--- config.mk ---
export PLATFORM = sky130hd
export DESIGN_NAME = uds_download_request_dispatch
export DESIGN_NICKNAME = d
export VERILOG_FILES = /design/src/rtl/udsdl_pkg.sv /design/src/rtl/udsdl_decode.sv /design/src/rtl/uds_download_request_dispatch.sv
export VERILOG_INCLUDE_DIRS = /design/src /design/src/rtl
export SDC_FILE = /design/constraint.sdc
export NUM_CORES = 1
export LEC_CHECK = 0
export ABC_AREA = 0
export BUFFER_PORTS_ARGS = -buffer_cell sky130_fd_sc_hd__buf_4
export CORE_MARGIN = 8
export CORE_UTILIZATION = 51
export CTS_BUF_LIST = sky130_fd_sc_hd__clkbuf_4
export CTS_CLUSTER_SIZE = 16
export DETAILED_ROUTE_END_ITERATION = 16
export GPL_ROUTABILITY_DRIVEN = 0
export PLACE_DENSITY = 0.81
export SLEW_MARGIN = 10
export SYNTH_ARGS = -nofsm -noshare
export SYNTH_HDL_FRONTEND = slang
export SYNTH_SLANG_ARGS = --single-unit
--- constraint.sdc ---
create_clock -name clock -period 5.2 [get_ports clock]
set_input_delay 1.04 -clock clock [delete_from_list [all_inputs] [get_ports clock]]
set_output_delay 1.04 -clock clock [all_outputs]
set_load 0.005 [all_outputs]
--- src/rtl/assert_macros.svh ---
// ----------------------------------------------------------------------------
// assert_macros.svh
// Shorthand for the concurrent assertions used across the RTL.
// ----------------------------------------------------------------------------
`ifndef ASSERT_MACROS_SVH
`define ASSERT_MACROS_SVH

// Same-cycle implication, checked on every rising clock edge outside reset.
`define ASSERT_SAME(label, clk, rst, ante, cons) \
   label: assert property (@(posedge clk) disable iff (rst) (ante) |-> (cons)) \
      else $error("assertion failed: same-cycle implication");

// Next-cycle implication, checked on every rising clock edge outside reset.
`define ASSERT_NEXT(label, clk, rst, ante, cons) \
   label: assert property (@(posedge clk) disable iff (rst) (ante) |=> (cons)) \
      else $error("assertion failed: next-cycle implication");

`endif

--- src/rtl/udsdl_pkg.sv ---
// ----------------------------------------------------------------------------
// udsdl_pkg
// Types and constants of the diagnostic download request dispatcher.
// ----------------------------------------------------------------------------
package udsdl_pkg;

   // Service identifiers
   localparam logic [7:0] SID_OFFSET   = 8'h40;
   localparam logic [7:0] SID_SESSION  = 8'h10;
   localparam logic [7:0] SID_ERASE    = 8'h31;
   localparam logic [7:0] SID_DOWNLOAD = 8'h34;
   localparam logic [7:0] SID_TRANSFER = 8'h36;
   localparam logic [7:0] SID_EXIT     = 8'h37;
   localparam logic [7:0] SID_RESET    = 8'h11;

   // Single-frame lengths and subfunctions
   localparam logic [7:0] LEN_SESSION  = 8'h02;
   localparam logic [7:0] LEN_ERASE    = 8'h04;
   localparam logic [7:0] LEN_DOWNLOAD = 8'h07;
   localparam logic [7:0] LEN_TRANSFER = 8'h06;
   localparam logic [7:0] LEN_EXIT     = 8'h01;
   localparam logic [7:0] SUB_PROG     = 8'h02;
   localparam logic [7:0] SUB_RESET    = 8'h01;
   localparam logic [7:0] ERASE_ROUTINE = 8'h06;
   localparam logic [7:0] ADDR_TOP_BYTE = 8'h08;

   // Flash actions
   localparam logic [2:0] ACT_NONE    = 3'd0;
   localparam logic [2:0] ACT_SESSION = 3'd1;
   localparam logic [2:0] ACT_ERASE   = 3'd2;
   localparam logic [2:0] ACT_PROGRAM = 3'd3;
   localparam logic [2:0] ACT_RESET   = 3'd4;

   // Configuration registers
   localparam int unsigned CSR_INDEX_W = 1;
   localparam logic [CSR_INDEX_W-1:0] CSR_ERASE_START = 1'b0;
   localparam logic [CSR_INDEX_W-1:0] CSR_ERASE_END   = 1'b1;
   localparam logic [31:0] ERASE_START_RST = 32'h0800_0000;
   localparam logic [31:0] ERASE_END_RST   = 32'h0800_3FFF;

   typedef struct packed {
      logic [10:0] can_id;
      logic [7:0]  req_byte0;
      logic [7:0]  req_byte1;
      logic [7:0]  req_byte2;
      logic [7:0]  req_byte3;
      logic [7:0]  req_byte4;
      logic [7:0]  req_byte5;
      logic [7:0]  req_byte6;
      logic [7:0]  req_byte7;
   } req_type;

   typedef struct packed {
      logic [10:0] resp_id;
      logic [7:0]  resp_byte0;
      logic [7:0]  resp_byte1;
      logic [7:0]  resp_byte2;
      logic [7:0]  resp_byte3;
      logic [7:0]  resp_byte4;
      logic [7:0]  resp_byte5;
      logic [7:0]  resp_byte6;
      logic [7:0]  resp_byte7;
      logic [2:0]  flash_action;
      logic [31:0] flash_addr;
      logic [31:0] flash_data;
   } rsp_type;

   // Decode outcome handed back to the top level
   typedef struct packed {
      logic        hit;        // frame matched a service, send a response
      logic        load_ptr;   // request download: reload pointer, clear count
      logic        step_ptr;   // transfer data: advance pointer and count
      logic [31:0] load_addr;
      rsp_type     rsp;
   } dec_type;

endpackage

--- src/rtl/udsdl_decode.sv ---
// ----------------------------------------------------------------------------
// udsdl_decode
// Matches one request frame and builds its response and flash command.
// ----------------------------------------------------------------------------
module udsdl_decode (
   input  udsdl_pkg::req_type req,
   input  logic [31:0]        erase_start,
   input  logic [31:0]        erase_end,
   input  logic [31:0]        download_address,
   output udsdl_pkg::dec_type dec
);
   import udsdl_pkg::*;

   logic echo;

   always_comb begin
      dec  = '0;
      echo = 1'b0;

      dec.rsp.resp_id    = req.can_id + 11'd1;
      dec.rsp.resp_byte0 = req.req_byte0;
      dec.rsp.resp_byte1 = req.req_byte1 + SID_OFFSET;
      dec.rsp.resp_byte2 = req.req_byte2;
      dec.load_addr      = {ADDR_TOP_BYTE, req.req_byte4, req.req_byte5, req.req_byte6};

      priority if (req.req_byte1 == SID_SESSION && req.req_byte2 == SUB_PROG &&
                   req.req_byte0 == LEN_SESSION) begin
         dec.hit              = 1'b1;
         dec.rsp.flash_action = ACT_SESSION;
      end else if (req.req_byte1 == SID_ERASE && req.req_byte0 == LEN_ERASE &&
                   req.req_byte2 == 8'h00 && req.req_byte3 == 8'h00 &&
                   req.req_byte4 == ERASE_ROUTINE) begin
         dec.hit              = 1'b1;
         echo                 = 1'b1;
         dec.rsp.flash_action = ACT_ERASE;
         dec.rsp.flash_addr   = erase_start;
         dec.rsp.flash_data   = erase_end;
      end else if (req.req_byte1 == SID_DOWNLOAD && req.req_byte0 == LEN_DOWNLOAD) begin
         dec.hit      = 1'b1;
         echo         = 1'b1;
         dec.load_ptr = 1'b1;
      end else if (req.req_byte1 == SID_TRANSFER && req.req_byte0 == LEN_TRANSFER) begin
         dec.hit              = 1'b1;
         dec.step_ptr         = 1'b1;
         dec.rsp.flash_action = ACT_PROGRAM;
         dec.rsp.flash_addr   = download_address;
         // little-endian word from bytes 3..6
         dec.rsp.flash_data   = {req.req_byte6, req.req_byte5, req.req_byte4,
                                 req.req_byte3};
      end else if (req.req_byte1 == SID_EXIT && req.req_byte0 == LEN_EXIT) begin
         dec.hit = 1'b1;
      end else if (req.req_byte1 == SID_RESET && req.req_byte2 == SUB_RESET) begin
         dec.hit              = 1'b1;
         echo                 = 1'b1;
         dec.rsp.flash_action = ACT_RESET;
      end else begin
         // no service matched: drop the frame
         dec.hit = 1'b0;
      end

      if (echo) begin
         dec.rsp.resp_byte3 = req.req_byte3;
         dec.rsp.resp_byte4 = req.req_byte4;
         dec.rsp.resp_byte5 = req.req_byte5;
         dec.rsp.resp_byte6 = req.req_byte6;
         dec.rsp.resp_byte7 = req.req_byte7;
      end
   end

endmodule

--- src/rtl/uds_download_request_dispatch.sv ---
// ----------------------------------------------------------------------------
// uds_download_request_dispatch
// Decodes single-frame flash download requests into responses and flash
// commands, keeping the download pointer and transferred word count.
//
//   channel  ports                          direction  transfer
//   request  req_valid/req_ready/req_data   in         valid & ready
//   response rsp_valid/rsp_ready/rsp_data   out        valid & ready
//   csr      csr_wen/csr_index/csr_wdata    in         csr_wen
//
// One frame is taken every cycle while req_ready is high; a response leaves
// through the input register, then the result register, with the one-level
// decode between them. Frames that match no service are dropped with no
// transfer. A stalled response holds the result register and, once the
// input register is also full, drops req_ready. Synchronous reset empties
// both stages, clears the pointer and count and loads the erase range.
// ----------------------------------------------------------------------------
`include "assert_macros.svh"

module uds_download_request_dispatch (
   input  logic                                   clock,
   input  logic                                   reset,
   input  logic                                   req_valid,
   output logic                                   req_ready,
   input  udsdl_pkg::req_type                     req_data,
   output logic                                   rsp_valid,
   input  logic                                   rsp_ready,
   output udsdl_pkg::rsp_type                     rsp_data,
   input  logic                                   csr_wen,
   input  logic [udsdl_pkg::CSR_INDEX_W-1:0]      csr_index,
   input  logic [31:0]                            csr_wdata
);
   import udsdl_pkg::*;

   logic        s1_valid_ff, s1_valid_in;
   req_type     s1_data_ff, s1_data_in;
   logic        rsp_valid_ff, rsp_valid_in;
   rsp_type     rsp_data_ff, rsp_data_in;
   logic [31:0] download_address_ff, download_address_in;
   logic [31:0] words_written_ff, words_written_in;
   logic [31:0] erase_start_ff, erase_start_in;
   logic [31:0] erase_end_ff, erase_end_in;

   dec_type     dec;
   logic        s1_advance;
   logic        s1_fire;

   udsdl_decode u_decode (
      .req              (s1_data_ff),
      .erase_start      (erase_start_ff),
      .erase_end        (erase_end_ff),
      .download_address (download_address_ff),
      .dec              (dec)
   );

   // stage 1 moves on when the result register is free or being drained
   assign s1_advance = !rsp_valid_ff || rsp_ready;
   assign s1_fire    = s1_valid_ff && s1_advance;
   assign req_ready  = !s1_valid_ff || s1_advance;

   always_comb begin
      s1_valid_in = s1_valid_ff;
      s1_data_in  = s1_data_ff;
      if (req_ready) begin
         s1_valid_in = req_valid;
         s1_data_in  = req_data;
      end
   end

   always_comb begin
      rsp_valid_in = rsp_valid_ff;
      rsp_data_in  = rsp_data_ff;
      if (s1_advance) begin
         rsp_valid_in = s1_valid_ff && dec.hit;
         rsp_data_in  = dec.rsp;
      end
   end

   always_comb begin
      download_address_in = download_address_ff;
      words_written_in    = words_written_ff;
      if (s1_fire && dec.load_ptr) begin
         download_address_in = dec.load_addr;
         words_written_in    = '0;
      end else if (s1_fire && dec.step_ptr) begin
         download_address_in = download_address_ff + 32'd4;
         words_written_in    = words_written_ff + 32'd1;
      end
   end

   always_comb begin
      erase_start_in = erase_start_ff;
      erase_end_in   = erase_end_ff;
      if (csr_wen) begin
         unique case (csr_index)
            CSR_ERASE_START: erase_start_in = csr_wdata;
            CSR_ERASE_END:   erase_end_in   = csr_wdata;
            default:         ;
         endcase
      end
   end

   always_ff @(posedge clock) begin
      if (reset) begin
         s1_valid_ff         <= 1'b0;
         rsp_valid_ff        <= 1'b0;
         download_address_ff <= '0;
         words_written_ff    <= '0;
         erase_start_ff      <= ERASE_START_RST;
         erase_end_ff        <= ERASE_END_RST;
      end else begin
         s1_valid_ff         <= s1_valid_in;
         rsp_valid_ff        <= rsp_valid_in;
         download_address_ff <= download_address_in;
         words_written_ff    <= words_written_in;
         erase_start_ff      <= erase_start_in;
         erase_end_ff        <= erase_end_in;
      end
   end

   always_ff @(posedge clock) begin
      s1_data_ff  <= s1_data_in;
      rsp_data_ff <= rsp_data_in;
   end

   assign rsp_valid = rsp_valid_ff;
   assign rsp_data  = rsp_data_ff;

   `ASSERT_SAME(a_hold_on_stall, clock, reset, rsp_valid_ff && !rsp_ready, !s1_fire)
   `ASSERT_NEXT(a_step_count, clock, reset, s1_fire && dec.step_ptr && !dec.load_ptr,
                words_written_ff == $past(words_written_ff) + 32'd1)
   `ASSERT_NEXT(a_step_addr, clock, reset, s1_fire && dec.step_ptr && !dec.load_ptr,
                download_address_ff == $past(download_address_ff) + 32'd4)
   `ASSERT_NEXT(a_load_clears, clock, reset, s1_fire && dec.load_ptr,
                words_written_ff == 32'd0)
   `ASSERT_NEXT(a_program_rsp, clock, reset, s1_fire && dec.step_ptr,
                rsp_valid_ff && rsp_data_ff.flash_action == ACT_PROGRAM)

endmodule

==> impl_metrics.json, run 1 <==
{
  "status": "finished, final reports clean",
  "hold_viol": 0,
  "hold_buffers": 0,
  "start_util_pct": 51.30,
  "synth_compound_area_share_pct": 10.74,
  "synth-xor-area-share_pct": 0.8098,
  "synth.area.mux_share_pct": 0.1683,
  "clkLatencyLatePin_ns": 0.67,
  "cts_tree": "built",
  "grt-ovfl-total": 0,
  "synth_top_area_share_pct": 54.77,
  "worstHoldPathCells": 0,
  "layout-drive-gt1-share_pct": 31.81,
  "power_per_cell_area_nw_per_um2": 333.3,
  "grt_setup_unrepaired": "no",
  "syn_inst": 917,
  "finalWorstSetupSlack_ns": 1.943,
  "routed_via_density": 5.565,
  "hold_path_startpoint": "s1_data_ff[46]",
  "syn_area_per_cell_um2": 12.97,
  "area_growth_pct": 27.44,
  "ios": 257,
  "cts_buffers": 80,
  "r2r_end": "download_address_ff[13]",
  "max_freq_mhz": 307.0,
  "syn_area_um2": 11900,
  "synthArstFlopShare_pct": 0,
  "ys_types": 52,
  "cts_max_path_buffers": 3,
  "total_leakage_power_nw": 6.228,
  "wl_met1_mm": 11.79,
  "cts.sinks": 315,
  "finalNetCount": 1327,
  "drt_iter0_markers": 664,
  "hold_class": "flop to flop",
  "min_period_ns": 3.257,
  "synth_edf_count": 217,
  "arrival_ns": 3.80,
  "clkTransAtPathRegs_ns": 0.07,
  "end_kind": "flop",
  "fin_area_um2": 15160,
  "cts-root-buf": "clkbuf_4",
  "yosysSeqAreaShare_pct": 71.26,
  "die_x_um": 168.7,
  "place_area_um2": 14130,
  "htree_levels": 3,
  "antenna_found_initial": 1,
  "ctsResizeCount": 0,
  "detail-route-antenna-nets": 0,
  "die_area_um2": 28470,
  "setup_violations": 0,
  "route.met2.wl_mm": 14.97,
  "yosysWarnings": 0,
  "synth_top_family_by_area": "simple AND/OR/NAND/NOR gates",
  "synth_top_cell_by_area": "edfxtp_1",
  "drv_slew": 0,
  "reg2reg_depth": 5,
  "synth-seq-cells": 315,
  "multi_input_area_um2": 3221,
  "vias": 8871,
  "min_to": "rsp_data[113]",
  "synth_fa_ha_area_share_pct": 0.3155,
  "r2r_slack_ns": 1.94,
  "tightest_slew_ns": 1.242,
  "wl_mm": 31.28,
  "wl_per_cell_um": 19.62,
  "maxSlewHeadroom_pct": 17.00,
  "synth_ff_type": "edfxtp_1",
  "num_rows": 56,
  "finalSetupTns_ns": 0,
  "period_share_pct": 62.63,
  "synth_area_leaders": "edfxtp_1, dfxtp_1, nand2_1",
  "detailedPlace.worstSlack_ns": 1.810,
  "skew_ns": 0.05002,
  "grt_max_degree": 145,
  "synth_fp_nets": 1033,
  "reg2reg_from": "s1_data_ff[61]",
  "gr-usage-all-layers_pct": 21.27,
  "numPortBuffers": 256,
  "hpwlAfterDp_mm": 21.20,
  "routed.top_layer": "met4",
  "worstSetupPathType": "flop to flop",
  "cts_setup_buffers": 0,
  "route.met3.wl_mm": 3.421,
  "max-cap-violations": 0,
  "grt_pass1_vias": 8927,
  "critPathRequiredTime_ns": 5.74,
  "regArea_um2": 8478,
  "post-route-drc-count": 0,
  "coreArea_um2": 23190,
  "worst_setup_path_start_kind": "flop",
  "grt_pass1_wl_mm": 47.44,
  "synthSimpleGateAreaFrac_pct": 14.74,
  "crit_path_max_fanout": 17,
  "dr.pass1.iters": 5,
  "filler_cell_count": 1755,
  "vdd_drop_max_mv": 0.1983,
  "fin_util_pct": 65.38,
  "die_h_um": 168.7
}
==> worst max-delay path, cell delays in order (launching register included) <==
cell,delay (ns)
edfxtp_1,0.43
nor4_4,0.49
nand4_1,0.57
nor3_2,1.13
a211oi_1,0.13
a2111oi_0,0.42
==> worst max path at each step <==
stage | cells after the start | slack [ns] | start | end
2_1_floorplan | 8 | 0.40 | rsp_ready | download_address_ff[6]
3_3_place_gp | 7 | 1.87 | rsp_ready | download_address_ff[6]
3_5_place_dp | 7 | 1.81 | rsp_ready | download_address_ff[13]
4_1_cts | 5 | 1.98 | s1_data_ff[61] | rsp_data[3]
5_1_grt | 5 | 1.68 | s1_data_ff[60] | rsp_data[37]
6_report | 5 | 1.94 | s1_data_ff[61] | download_address_ff[13]
==> cell usage in the layout, fill, tap and decap left out, types with 6 or more instances in the layout <==
cell type / netlist / final
buf_4: 0 / 263
and3_1: 10 / 10
clkbuf_4: 0 / 122
nor3_1: 15 / 15
or4_1: 6 / 6
a21oi_1: 60 / 60
and4_1: 6 / 6
nor2_1: 20 / 19
a22o_1: 64 / 64
xnor2_1: 10 / 10
edfxtp_1: 217 / 217
inv_1: 8 / 7
o21ai_0: 14 / 14
nand4_1: 12 / 12
nand3_1: 33 / 33
nand2_1: 150 / 149
clkinv_1: 1 / 18
nor4_1: 10 / 9
a211oi_1: 16 / 16
and2_1: 7 / 7
or3_1: 8 / 8
nor2b_1: 44 / 43
dfxtp_1: 98 / 98
==> power by group <==
| group | switching [mW] | internal [mW] | leakage, nW | total (mW) |
|---|---|---|---|---|
| sequential | 0.0546 | 2.74 | 3.28 | 2.79 |
| combinational | 0.0870 | 0.106 | 2.33 | 0.193 |
| clock | 0.951 | 1.12 | 0.618 | 2.07 |
| total | 1.09 | 3.96 | 6.23 | 5.05 |
==> synthesized netlist by cell type, drive strengths merged, types with 2 or more instances <==
cell	number
inv	8
or4	6
a22o	64
and2	7
nand4b	5
nor2	20
ha	3
nor3	16
nand2b	3
o211a	3
edfxtp	217
mux2i	2
nor2b	44
o21ai	14
a211oi	16
o21a	2
nand4	12
or2	3
xnor2	10
buf	8
a311oi	3
a21oi	60
clkbuf	44
o31ai	5
o22ai	5
nand2	150
nor4	11
or3	8
nor4b	3
and3	10
a31oi	3
nand3	33
and4	6
dfxtp	98
==> per-stage QoR <==
step	cells	power, mW	hold slack, ns
after floorplan	917	2.895	0.4268
after global placement	1448	3.028	0.4293
after detailed placement	1448	3.036	0.4384
after CTS	1592	5.115	0.4488
after global routing	1594	5.269	0.4601
final	1594	5.053	0.4483
==> area by class of cell <==
class / instances / share of cell area (%)
inverter: 9 / 0.2476
tap: 319 / 2.632
timing repair buffer: 264 / 13.15
sequential: 315 / 55.92
clock inverter: 22 / 0.7344
multi-input combinational: 541 / 21.24
antenna: 2 / 0.03301
clock buffer: 122 / 6.041
==> flip-flops by register name (all words and copies together) (netlist names) <==
register / cells
rsp_data: 142
rsp_valid: 1
erase_start_ff: 32
erase_end_ff: 32
download_address_ff: 32
s1_data_ff: 75
s1_valid_ff: 1
==> per-layer routing <==
metal | track usage (%) | vias to the layer above
met5 | 0 | -
met4 | 10.13 | 0
li1 | - | 4085
met2 | 34.59 | 485
met1 | 24.46 | 4240
met3 | 8.176 | 61
==> kinds of logic after synthesis <==
| logic type | after synthesis |
|---|---|
| xor+xnor | 11 |
| fa+ha+maj | 3 |
| simple gates | 342 |
| compound gates | 183 |
| buf+inv | 61 |
| flops | 315 |
| mux | 2 |
(Power assumes the default switching activity.)
==> inputs of run 2 (changes only) <==
CORE_UTILIZATION = 55   (was 51)
PLACE_DENSITY = 0.84   (was 0.81)
clock period = 3.4 ns   (was 5.2 ns; I/O delays follow)
==> impl_metrics.json, run 2 (synthesis gave the netlist of run 1 again) <==
{
  "status": "finished, final reports clean",
  "dp_cells": 1416,
  "grt_pass1_wl_mm": 48.13,
  "period_share_pct": 80.58,
  "detail-route-antenna-nets": 0,
  "mostFrequentLayoutCells": "buf_4, edfxtp_1, nand2_1, clkbuf_4, dfxtp_1",
  "numPortBuffers": 256,
  "cts_tree": "built",
  "maxSlewHeadroom_pct": 36.36,
  "start_util_pct": 55.20,
  "hold_buffers": 0,
  "cts_max_path_buffers": 3,
  "ctsResizeCount": 0,
  "layout-drive-gt1-share_pct": 31.54,
  "max-cap-violations": 0,
  "die_area_um2": 26600,
  "coreArea_um2": 21550,
  "num_rows": 54,
  "cts.sinks": 315,
  "largest_reg_flops": 142,
  "antenna_found_initial": 2,
  "end_kind": "flop",
  "worst_setup_path_start_kind": "flop",
  "setup_violations": 0,
  "grt_max_degree": 145,
  "max_freq_mhz": 365.0,
  "arrival_ns": 3.14,
  "clkLatencyLatePin_ns": 0.67,
  "power_per_cell_area_nw_per_um2": 504.9,
  "critPathRequiredTime_ns": 3.80,
  "vdd_drop_max_mv": 0.3844,
  "drt_iter0_markers": 692,
  "grt_pass1_vias": 8977,
  "cts-root-buf": "clkbuf_4",
  "fin_cells": 1566,
  "area_growth_pct": 27.76,
  "crit_path_max_fanout": 27,
  "cts_buffers": 79,
  "grt_setup_unrepaired": "no",
  "die_x_um": 163.1,
  "skew_ns": 0.03739,
  "post-route-drc-count": 0,
  "finalSetupTns_ns": 0,
  "grt-ovfl-total": 0,
  "min_period_ns": 2.740,
  "cts_setup_buffers": 0,
  "wl_mm": 31.29,
  "tightest_slew_ns": 0.9504,
  "hold_class": "primary input to flop",
  "ios": 257,
  "hpwlAfterDp_mm": 21.35,
  "routed_via_density": 5.645,
  "finalNetCount": 1333,
  "vias": 8840,
  "clkTransAtPathRegs_ns": 0.07,
  "drv_slew": 0,
  "worstSetupPathType": "flop to flop",
  "wl_per_cell_um": 19.98,
  "die_h_um": 163.1,
  "hold_viol": 0,
  "dr.pass1.iters": 6,
  "htree_levels": 3,
  "total_leakage_power_nw": 6.250,
  "gr-usage-all-layers_pct": 23.26,
  "mostFrequentLayoutCell": "buf_4"
}
run 2: path summary, 6_finish.rpt:
kind,to,slack (ns),startpoint,cells past startpoint
max,rsp_data[75],0.66,s1_data_ff[54],9
min,s1_data_ff[18],0.18,req_data[18],1
max reg2reg,rsp_data[75],0.66,s1_data_ff[54],9
min reg2reg,rsp_data[112],0.45,s1_data_ff[45],0
run 2: area by class of cell:
class | instances | area [um2]
tap | 280 | 350.3
clock inverter | 34 | 156.4
multi-input combinational | 541 | 3233
sequential | 315 | 8478
fill | 1544 | 6352
inverter | 9 | 37.54
antenna | 2 | 5.005
timing repair buffer | 271 | 2085
clock buffer | 114 | 855.8
run 2: worst max-delay path, stage by stage (launching register included):
cell      delay [ns]
edfxtp_1        0.32
inv_1           0.05
ha_1            0.19
and3_1          0.22
nand4_1         0.16
buf_4           0.22
or2_2           0.15
a21boi_4        0.72
buf_4           0.36
nor2b_1         0.09
run 2: metrics by stage:
step | hold slack [ns] | total power [mW] | worst slack (ns) | area [um2] | utilization, %
floorplan | 0.4268 | 4.427 | -0.4827 | 11950 | -
global placement | 0.4318 | 4.634 | 0.7534 | 14180 | 65.81
detailed placement | 0.4488 | 4.649 | 0.6767 | 14180 | 65.81
CTS | 0.1366 | 7.760 | 0.6845 | 15200 | 70.50
global route | 0.1377 | 7.989 | 0.5033 | 15200 | 70.52
finish | 0.1850 | 7.675 | 0.6604 | 15200 | 70.53
run 2: per-layer routing:
layer  up-vias  share of wire [%]  track usage [%]
met5         -                  0                0
met4         0                2.3            9.133
met3        58                 12            9.551
met2       478                 48            37.83
met1      4216                 38            27.10
li1       4088                  -                -
run 2: report_power, final:
part | switching [mW] | internal (mW) | leakage, nW
Clock | 1.48 | 1.63 | 0.598
Sequential | 0.0841 | 4.18 | 3.28
Combinational | 0.137 | 0.164 | 2.37
Total | 1.70 | 5.98 | 6.25
